<file path="src/rtl/bpa_pkg.sv">
// Shared types and codes for the buddy page allocator.
// Holds the controller states, result status codes and the controller-to-datapath
// command and status structs. Depends on nothing.
package bpa_pkg;

	localparam logic OP_ALLOC = 1'b0;
	localparam logic OP_FREE  = 1'b1;

	localparam logic [1:0] STAT_OK      = 2'd0;
	localparam logic [1:0] STAT_NOSPACE = 2'd1;
	localparam logic [1:0] STAT_BADFREE = 2'd2;

	typedef enum logic [3:0] {
		S_CLEAR,
		S_IDLE,
		S_START,
		S_A_ROOT,
		S_A_DRD,
		S_A_DCHK,
		S_A_MARK,
		S_F_RD,
		S_F_CHK,
		S_UP_RD,
		S_UP_WR,
		S_DONE
	} state_t;

	typedef enum logic [1:0] {
		RD_SELF,
		RD_CHILD,
		RD_SIB
	} rd_sel_t;

	typedef struct packed {
		logic    load;
		logic    clr_step;
		logic    rd_en;
		rd_sel_t rd_sel;
		logic    desc_step;
		logic    mark_alloc;
		logic    free_mark;
		logic    climb;
		logic    up_step;
		logic    res_nospace;
		logic    res_err;
	} cmd_t;

	typedef struct packed {
		logic clr_last;
		logic op_free;
		logic bad_page;
		logic root_short;
		logic can_desc;
		logic can_desc_next;
		logic rdata_zero;
		logic idx_root;
		logic parent_root;
	} stat_t;

endpackage

</file>
<file path="src/rtl/bpa_ctrl.sv">
// Controller state machine of the buddy page allocator.
// Sequences the tree clear, the allocate descent, the free climb and the shared
// ascent. Depends on bpa_pkg.
module bpa_ctrl (
	input  logic          clk,
	input  logic          arst_n,
	input  logic          start,
	input  bpa_pkg::stat_t stat,
	output bpa_pkg::cmd_t  cmd,
	output logic          busy,
	output logic          done
);
	import bpa_pkg::*;

	state_t state_q, state_d;

	always_ff @(posedge clk or negedge arst_n) begin
		if (!arst_n) begin
			state_q <= S_CLEAR;
		end else begin
			state_q <= state_d;
		end
	end

	always_comb begin
		state_d = state_q;
		case (state_q)
			S_CLEAR: begin
				if (stat.clr_last) state_d = S_IDLE;
			end
			S_IDLE: begin
				if (start) state_d = S_START;
			end
			S_START: begin
				if (stat.op_free && stat.bad_page) state_d = S_DONE;
				else if (stat.op_free) state_d = S_F_CHK;
				else state_d = S_A_ROOT;
			end
			S_A_ROOT: begin
				if (stat.root_short) state_d = S_DONE;
				else if (stat.can_desc) state_d = S_A_DRD;
				else state_d = S_A_MARK;
			end
			S_A_DRD: begin
				state_d = S_A_DCHK;
			end
			S_A_DCHK: begin
				state_d = stat.can_desc_next ? S_A_DRD : S_A_MARK;
			end
			S_A_MARK: begin
				state_d = stat.idx_root ? S_DONE : S_UP_RD;
			end
			S_F_RD: begin
				state_d = S_F_CHK;
			end
			S_F_CHK: begin
				if (stat.rdata_zero) state_d = stat.idx_root ? S_DONE : S_UP_RD;
				else if (stat.idx_root) state_d = S_DONE;
				else state_d = S_F_RD;
			end
			S_UP_RD: begin
				state_d = S_UP_WR;
			end
			S_UP_WR: begin
				state_d = stat.parent_root ? S_DONE : S_UP_RD;
			end
			S_DONE: begin
				state_d = S_IDLE;
			end
			default: begin
				state_d = S_IDLE;
			end
		endcase
	end

	always_comb begin
		cmd  = '0;
		cmd.rd_sel = RD_SELF;
		busy = 1'b1;
		done = 1'b0;
		case (state_q)
			S_CLEAR: begin
				cmd.clr_step = 1'b1;
			end
			S_IDLE: begin
				busy     = 1'b0;
				cmd.load = start;
			end
			S_START: begin
				if (stat.op_free && stat.bad_page) begin
					cmd.res_err = 1'b1;
				end else begin
					cmd.rd_en  = 1'b1;
					cmd.rd_sel = RD_SELF;
				end
			end
			S_A_ROOT: begin
				cmd.res_nospace = stat.root_short;
			end
			S_A_DRD: begin
				cmd.rd_en  = 1'b1;
				cmd.rd_sel = RD_CHILD;
			end
			S_A_DCHK: begin
				cmd.desc_step = 1'b1;
			end
			S_A_MARK: begin
				cmd.mark_alloc = 1'b1;
			end
			S_F_RD: begin
				cmd.rd_en  = 1'b1;
				cmd.rd_sel = RD_SELF;
			end
			S_F_CHK: begin
				if (stat.rdata_zero) cmd.free_mark = 1'b1;
				else if (stat.idx_root) cmd.res_err = 1'b1;
				else cmd.climb = 1'b1;
			end
			S_UP_RD: begin
				cmd.rd_en  = 1'b1;
				cmd.rd_sel = RD_SIB;
			end
			S_UP_WR: begin
				cmd.up_step = 1'b1;
			end
			S_DONE: begin
				done = 1'b1;
			end
			default: begin
				busy = 1'b1;
			end
		endcase
	end

endmodule

</file>
<file path="config.mk">
export PLATFORM = sky130hd
export DESIGN_NAME = bpa_ctrl
export DESIGN_NICKNAME = d
export VERILOG_FILES = /design/src/rtl/bpa_pkg.sv /design/src/rtl/bpa_ctrl.sv
export SDC_FILE = /design/constraint.sdc
export NUM_CORES = 1
export LEC_CHECK = 0
export ABC_AREA = 1
export BUFFER_PORTS_ARGS = -buffer_cell sky130_fd_sc_hd__buf_2
export CELL_PAD_IN_SITES_DETAIL_PLACEMENT = 0
export CELL_PAD_IN_SITES_GLOBAL_PLACEMENT = 2
export CORE_MARGIN = 2
export CORE_UTILIZATION = 18
export CTS_CLUSTER_SIZE = 16
export DETAILED_ROUTE_END_ITERATION = 6
export HOLD_SLACK_MARGIN = 0.08
export PLACE_DENSITY_LB_ADDON = 0.1
export SYNTH_ARGS = -nofsm -noshare
export SYNTH_HDL_FRONTEND = slang
export SYNTH_SLANG_ARGS = --single-unit
</file>
<file path="constraint.sdc">
create_clock -name clk -period 1.65 [get_ports clk]
set_input_delay 0.2475 -clock clk [delete_from_list [all_inputs] [get_ports clk]]
set_output_delay 0.2475 -clock clk [all_outputs]
set_load 0.02 [all_outputs]
</file>
# Word level (Yosys, flattened, before mapping)
# Cells that the tools add are included.
[totals]
regBits = 4
output_inout_bits = 14
word_cells = 47
[op_classes]
n_eq_ne = 13
n_mux = 30
n_reduce_logical = 3
[ops]
columns = ["cell", "count"]
rows = [
  ["4-bit one-hot mux with 11 select lines", 1],
  ["4-bit 2-to-1 mux", 7],
  ["4-bit by 3-bit == test with 1-bit output, second input constant", 4],
  ["4-bit == test, second input constant", 4],
  ["1-bit 2-to-1 mux", 14],
  ["3-bit one-hot mux with 4 select lines", 1],
  ["2-bit 2-to-1 mux", 5],
  ["4-bit by 2-bit == test with 1-bit output, second input constant", 2],
  ["4-bit by 1-bit == test with 1-bit output, second input constant", 1],
  ["4-bit zero test", 1],
  ["2-bit != test, second input constant", 2],
  ["3-bit 2-to-1 mux", 1],
  ["1-bit one-hot mux with 2 select lines", 1],
  ["2-bit AND reduction", 1],
  ["1-bit logical AND", 1],
]

# Depth between registers and ports, before layout
# Gate-level depths: netlist of the first run.
[logic_depth]
depth_word = 3
depth_mapped = 9
depth_no_buf = 9

# Least setup slack after synthesis of the first run
# No wires, ideal clock.
[synth_path]
path_type = "reg-to-output"
startpoint = "register state_q[3]"
endpoint = "output cmd[0] (netlist bit)"
arrival_time_ns = 1.292
t_required_ns = 1.402
slack_ns = 0.110
path_stages_with_launch = 6
n_path_buf = 0
cell_sequence = "dfrtp_1 > nor2_2 > inv_1 > nor2_1 > nand2_1 > o21ai_0"
[synth_rtl]
columns = ["element", "line_no", "source"]
rows = [
  ["start: declaration", "bpa_ctrl.sv:15", "state_t state_q, state_d;"],
  ["start signal: assignment", "bpa_ctrl.sv:21", "state_q <= state_d;"],
  ["end: declaration", "bpa_ctrl.sv:9", "output bpa_pkg::cmd_t cmd,"],
]

==> results of run 1 <==
## worst max-delay path, cell delays in order, from the launching register on
cell,delay [ns]
dfrtp_2,0.43
nor2_2,0.12
inv_2,0.08
nor2_4,0.11
nand2_1,0.08
o21ai_1,0.12
buf_4,0.15
## metal layers
metal	vias to the layer above	routed length (um)	GRT usage
li1	349	-	-
met1	275	710	0.145
met2	15	708	0.167
met3	0	90	0.0410
met4	0	0	0.0125
met5	-	0	0
## worst min path at each step
stage / end / slack (ns) / cells after the start
3_3_place_gp: state_q[3] / 0.06 / 1
4_1_cts: state_q[0] / 0.29 / 4
2_1_floorplan: state_q[0] / -0.05 / 0
3_5_place_dp: state_q[3] / 0.06 / 1
6_report: state_q[0] / 0.29 / 4
5_1_grt: state_q[0] / 0.31 / 4
## repair_timing
action,4_1_cts,5_1_grt
resized for setup,5,12
pin swaps,0,1
setup endpoints to repair,2,4
hold buffers,1,0
hold endpoints to repair,4,0
setup buffers,0,4
## cells by family after synthesis
family,after synthesis
AO/OA/AOI/OAI,4
buffers and inverters,22
flip-flops,4
AND/OR/NAND/NOR,62
## report_power, final
| group | total, mW | switching, mW | internal [mW] |
|---|---|---|---|
| Combinational | 1.01 | 0.629 | 0.383 |
| Sequential | 0.230 | 0.0715 | 0.158 |
| Clock | 0.120 | 0.0389 | 0.0813 |
## final cells by class
type,count,area (sq um),share of cell area
timing repair buffer,33,193,0.260
tap,30,37.5,0.0506
clock buffer,3,22.5,0.0304
sequential,4,104,0.140
inverter,22,82.6,0.111
multi-input combinational,66,303,0.408
## cells in the mapped netlist (all sizes together)
master	n
a21oi	1
dfrtp	4
inv	22
nand2	32
nand3	6
nand4	2
nor2	20
nor3	1
o21ai	2
o311ai	1
or2	1
==> metrics.md, run 1 <==
| Metric | Value |
|---|---|
| TritonCTS Buffers | 3 |
| Status | complete, no violations |
| Largest reg by FF count | state_q |
| Routed length per instance | ~9.6 um |
| Final nets | 142 |
| WP data arrival | 1.33 ns |
| Clk_lat worst skew | between 0.2 and 0.25 ns |
| Vias/cell | just over 4 |
| Commonest cells after routing, fill and taps aside | nand2_1 (31), buf_2 (23), inv_1 (18) |
| Worst hold margin | approximately 0.29 ns |
| Util after Layout | 0.302 |
| Largest net degree at the start of global routing | 6 |
| Sequential area share after synthesis | 0.215 |
| IO Count | 26 |
| Top-area cell type share of the netlist area | 0.258 |
| Starting Density | 0.190 |
| R2r worst-path depth | 8 |
| DR DRC count | 0 |
| Fin. Hold Viols | 0 |
| Grt ovf | 0 |
| Max Fclk | between 0.6 and 0.7 GHz |
| Crit path from | state_q[3] |
| Reg-to-reg endpoint | state_q[0] |
| Top Registers | state_q: 4 flops |
| Xor/xnor cell area share of the yosys netlist | 0 |
| Final instance area | roughly 740 sq um |
| Flops & latches, synth | 4 |
| Clock buffer depth | 2 |
| Worst hold path class | primary input to flip-flop |
| IO buf count | 25 |
| VDD IR max | 0.000599 V |
| Initial DRC count | 3 |
| Final WL | roughly 1.5 mm |
| Antenna-violating nets left | 0 |
| Tcrit/Tclk final | 0.959 |
| Synth Area in Compound Gates | 0.0511 |
| Synth area leader | nand2_1 |
| Yosys cell types | 13 |
| DR vias | between 600 and 700 |
| Synth warn | 0 |
| Clk slew on worst S/H paths | approximately 0.04 ns |
| Post-synthesis mux area share | 0 |
| Pwr Density | around 1800 nW/um^2 |
| Post-Synth Simple-Gate Area | 0.556 |
| Die area | roughly 3000 sq um |
| Cell row count | 18 |
| Setup TNS | 0 ns |
| Setup violators final | 0 |
| Clock Skew | about 0.0019 ns |
| FF-to-FF Start | state_q[3] |
| Measured slew at the worst slew-check pin | 0.333 ns |
| Pre-CTS setup slack | around 0.21 ns |
| TritonCTS clock tree | done |
| First-pass GRT wire length | 2.19 mm |
| Min-delay src | start |
| Initial antenna violation count | 0 |
| Max FO, Critical Path | 4 |
| Placed Cells | 150 |
| Leak | ~0.50 nW |
| Max-slew violations | 0 |
| Floorplan Core Area | roughly 2500 sq um |
| Max reg flops | 4 |
| Syn nets | around 100 |
| Crit. End Element | primary output |
| Vias in the first global route | 514 |
| Initial DRT Pass Iterations | 3 |
| Clk sinks | 4 |
| R2R setup slack | approximately 0.32 ns |
| Post-route setup slack | 0.0684 ns |
| Mapped Cells | between 90 and 100 |
| Setup CP Type | flip-flop to primary output |
| RSZ-0062 raised after global routing | true |
| Slew margin rel. | 0.775 |
| Total GRT Usage | 0.108 |
| DP HPWL | between 1 and 1.5 mm |
| Critical path destination | cmd[0] |
| H-tree depth | 1 |
| Adder-cell area share of the yosys netlist | 0 |
| Die width | ~55 um |
| Root buffer cell | clkbuf_4 |
| Synthesized area per cell | 5.06 sq um |
| Tot Pwr | 1.36 mW |
| Number of diodes | 0 |
| Worst path required time | around 1.4 ns |
| Synthesis-to-finish area growth | 59.4% |
| Final GP Congestion | between 0.8 and 0.9 |
| Synth area leaders | nand2_1 (26%), dfrtp_1 (22%), inv_1 (18%) |
| Most common cell after layout, fill and taps aside | nand2_1 |
| Post-Layout Cell Count | about 160 |
| Filler Cell Count | 291 |
| Dpl cell area | between 600 and 700 sq um |
| Synth Cell Area | roughly 470 sq um |
| Largest family of logic cells by synthesized area | simple AND/OR/NAND/NOR gates |
| Share of cells above drive strength 1 | 0.391 |
| Startpoint types | flip-flop |
| Die Y | 54.9 um |
| Max-cap violations | 0 |
| Tmin final | around 1.6 ns |
No activity file was read; power rests on OpenSTA's default activity.
==> inputs of run 2 (changes only) <==
--- a/config.mk
+++ b/config.mk
@@ -14,7 +14,7 @@
 export CTS_CLUSTER_SIZE = 16
 export DETAILED_ROUTE_END_ITERATION = 6
 export HOLD_SLACK_MARGIN = 0.08
-export PLACE_DENSITY_LB_ADDON = 0.1
+export PLACE_DENSITY = 0.72
 export SYNTH_ARGS = -nofsm -noshare
 export SYNTH_HDL_FRONTEND = slang
 export SYNTH_SLANG_ARGS = --single-unit
==> constraint.sdc (replaced) <==
create_clock -name clk -period 1.8 [get_ports clk]
set_input_delay 0.27 -clock clk [delete_from_list [all_inputs] [get_ports clk]]
set_output_delay 0.27 -clock clk [all_outputs]
set_load 0.02 [all_outputs]
==> run 2 against run 1 <==
  * Critical path depth shrank 2
  * Sequential share of layout area grew 0.60 points
  * Sequential power shrank 12%
  * Count of clock-buffer cells in the layout is the same
  * Final area shrank 7.6%
  * Largest cell class unchanged
  * Wire length shrank 3.0%
  * Total power shrank 16%
  * Final cell count shrank 3.2%
  * Worst hold slack gained 0.023 ns
  * Via count shrank 1.1%
  * First-iteration DRC count grew to 5.3 times the previous value
  * Largest power group unchanged
  * Global-route usage grew 0.71 points
==> metrics.md, run 2 (synthesis results as in run 1) <==
| Metric | Value |
|---|---|
| Status | complete, no violations |
| Share of cells above drive strength 1 | 0.309 |
| TritonCTS Buffers | 3 |
| Largest net degree at the start of global routing | 6 |
| Number of diodes | 0 |
| Root buffer cell | clkbuf_4 |
| IO Count | 26 |
| Routed length per instance | between 9 and 10 um |
| Filler Cell Count | 290 |
| Starting Density | 0.190 |
| Floorplan Core Area | 2450 sq um |
| Clk_lat worst skew | about 0.24 ns |
| Clk sinks | 4 |
| Clock Skew | roughly 0.0014 ns |
| Final WL | between 1 and 1.5 mm |
| Placed Cells | ~150 |
| First-pass GRT wire length | roughly 2.3 mm |
| Setup violators final | 0 |
| Slowest CP cell | dfrtp_1 |
| Pwr Density | between 1500 and 2000 nW/um^2 |
| Post-Layout Cell Count | around 150 |
| Setup CP Type | flip-flop to primary output |
| Tcrit/Tclk final | 0.929 |
| Total GRT Usage | 0.115 |
| Util after Layout | 0.279 |
| Tmin final | roughly 1.7 ns |
| Die area | about 3000 sq um |
| DP HPWL | around 1.2 mm |
| Max-cap violations | 0 |
| Setup TNS | 0 ns |
| Multi-input logic area | 293 sq um |
| Max reg flops | 4 |
| Synthesis-to-finish area growth | 47.3% |
| Commonest cells after routing, fill and taps aside | nand2_1 (31), buf_2 (25), inv_1 (18) |
| DR DRC count | 0 |
| Worst path required time | about 1.5 ns |
| Grt ovf | 0 |
| Dpl cell area | between 600 and 700 sq um |
| Tot Pwr | around 1.1 mW |
| Top Registers | state_q: 4 flops |
| Worst hold path class | primary input to flip-flop |
| Clk slew on worst S/H paths | approximately 0.040 ns |
| Fin. Hold Viols | 0 |
| Startpoint types | flip-flop |
| Largest reg by FF count | state_q |
| Most common cell after layout, fill and taps aside | nand2_1 |
| DR vias | around 630 |
| CP cell instances | nor2_1 > nand2_1 > nand4_1 > buf_2 |
| Die Y | approximately 55 um |
| RSZ-0062 raised after global routing | false |
| Leak | ~0.48 nW |
| FF/Latch Area | between 100 and 150 sq um |
| Max Fclk | about 0.60 GHz |
| Vias in the first global route | about 480 |
| Antenna-violating nets left | 0 |
| Crit. End Element | primary output |
| Initial DRC count | 16 |
| Initial antenna violation count | 0 |
| WP data arrival | roughly 1.4 ns |
| H-tree depth | 1 |
| Final GP Congestion | 0.801 |
| Max incr delay on CP | about 0.43 ns |
| Measured slew at the worst slew-check pin | around 0.30 ns |
| Max-slew violations | 0 |
| Initial DRT Pass Iterations | 4 |
| Max FO, Critical Path | 5 |
| Final nets | 137 |
| VDD IR max | ~0.00064 V |
| Final instance area | 686 sq um |
| Die width | 54.9 um |
| Slew margin rel. | 0.796 |
| Vias/cell | roughly 4.1 |
| Clock buffer depth | 2 |
| TritonCTS clock tree | done |
| IO buf count | 25 |
| Cell row count | 18 |
## run 2: changes by cell type in the layout (fill, tap and decap cells not counted), moves of 2 or more
| cell | change |
|---|---|
| nor2_2 | -4 |
| nor2_1 | +4 |
| buf_4 | -7 |
| buf_2 | +2 |
| dfrtp_2 | -3 |
| dfrtp_1 | +3 |
## run 2: timing repair
item | 4_1_cts | 5_1_grt
pin swaps | 0 | 1
gates resized for setup | 1 | 6
hold buffers | 1 | 0
hold endpoints to repair | 4 | 0
setup endpoints to repair | 1 | 2
buffers inserted | 0 | 1
## run 2: power by group
group | internal [mW] | switching, mW
Sequential | 0.138 | 0.0633
Clock | 0.0747 | 0.0387
Combinational | 0.281 | 0.545
Total | 0.494 | 0.647
## run 2: worst max-delay path: cells and delay by family, from the launching register on
kind	cells	cell delay, ns
flops	1	0.43
buf+inv	1	0.16
simple gates	3	0.57
## run 2: worst paths after layout
kind | from | endpoint | slack [ns] | cells after the start
setup / recovery | state_q[3] | cmd[9] | 0.13 | 4
hold / removal | start | state_q[0] | 0.31 | 4
setup reg to reg | state_q[3] | state_q[0] | 0.44 | 8
hold reg to reg | state_q[1] | state_q[2] | 0.69 | 3
max in group asynchronous | arst_n | state_q[1] | 1.32 | 2
min in group asynchronous | arst_n | state_q[3] | 0.36 | 2
## run 2: cell type report
cell class / count / area share
clock buffers: 3 / 0.0328
flip-flops and latches: 4 / 0.146
multi-input cells: 66 / 0.427
repair buffers: 28 / 0.219
inverters: 22 / 0.120
well taps: 30 / 0.0547
## run 2: layer usage
metal / track usage / wire (um) / up-vias
li1: - / - / 338
met1: 0.165 / 710 / 275
met2: 0.149 / 659 / 17
met3: 0.0273 / 69 / 2
met4: 0.0750 / 25 / 0
met5: 0 / 0 / -
## run 2: stage by stage
step,setup WS [ns],hold slack (ns)
global placement,0.189,0.0772
finish,0.128,0.314
floorplan,0.238,-0.0256
detailed placement,0.228,0.0783
CTS,0.0311,0.305
global route,0.00436,0.319
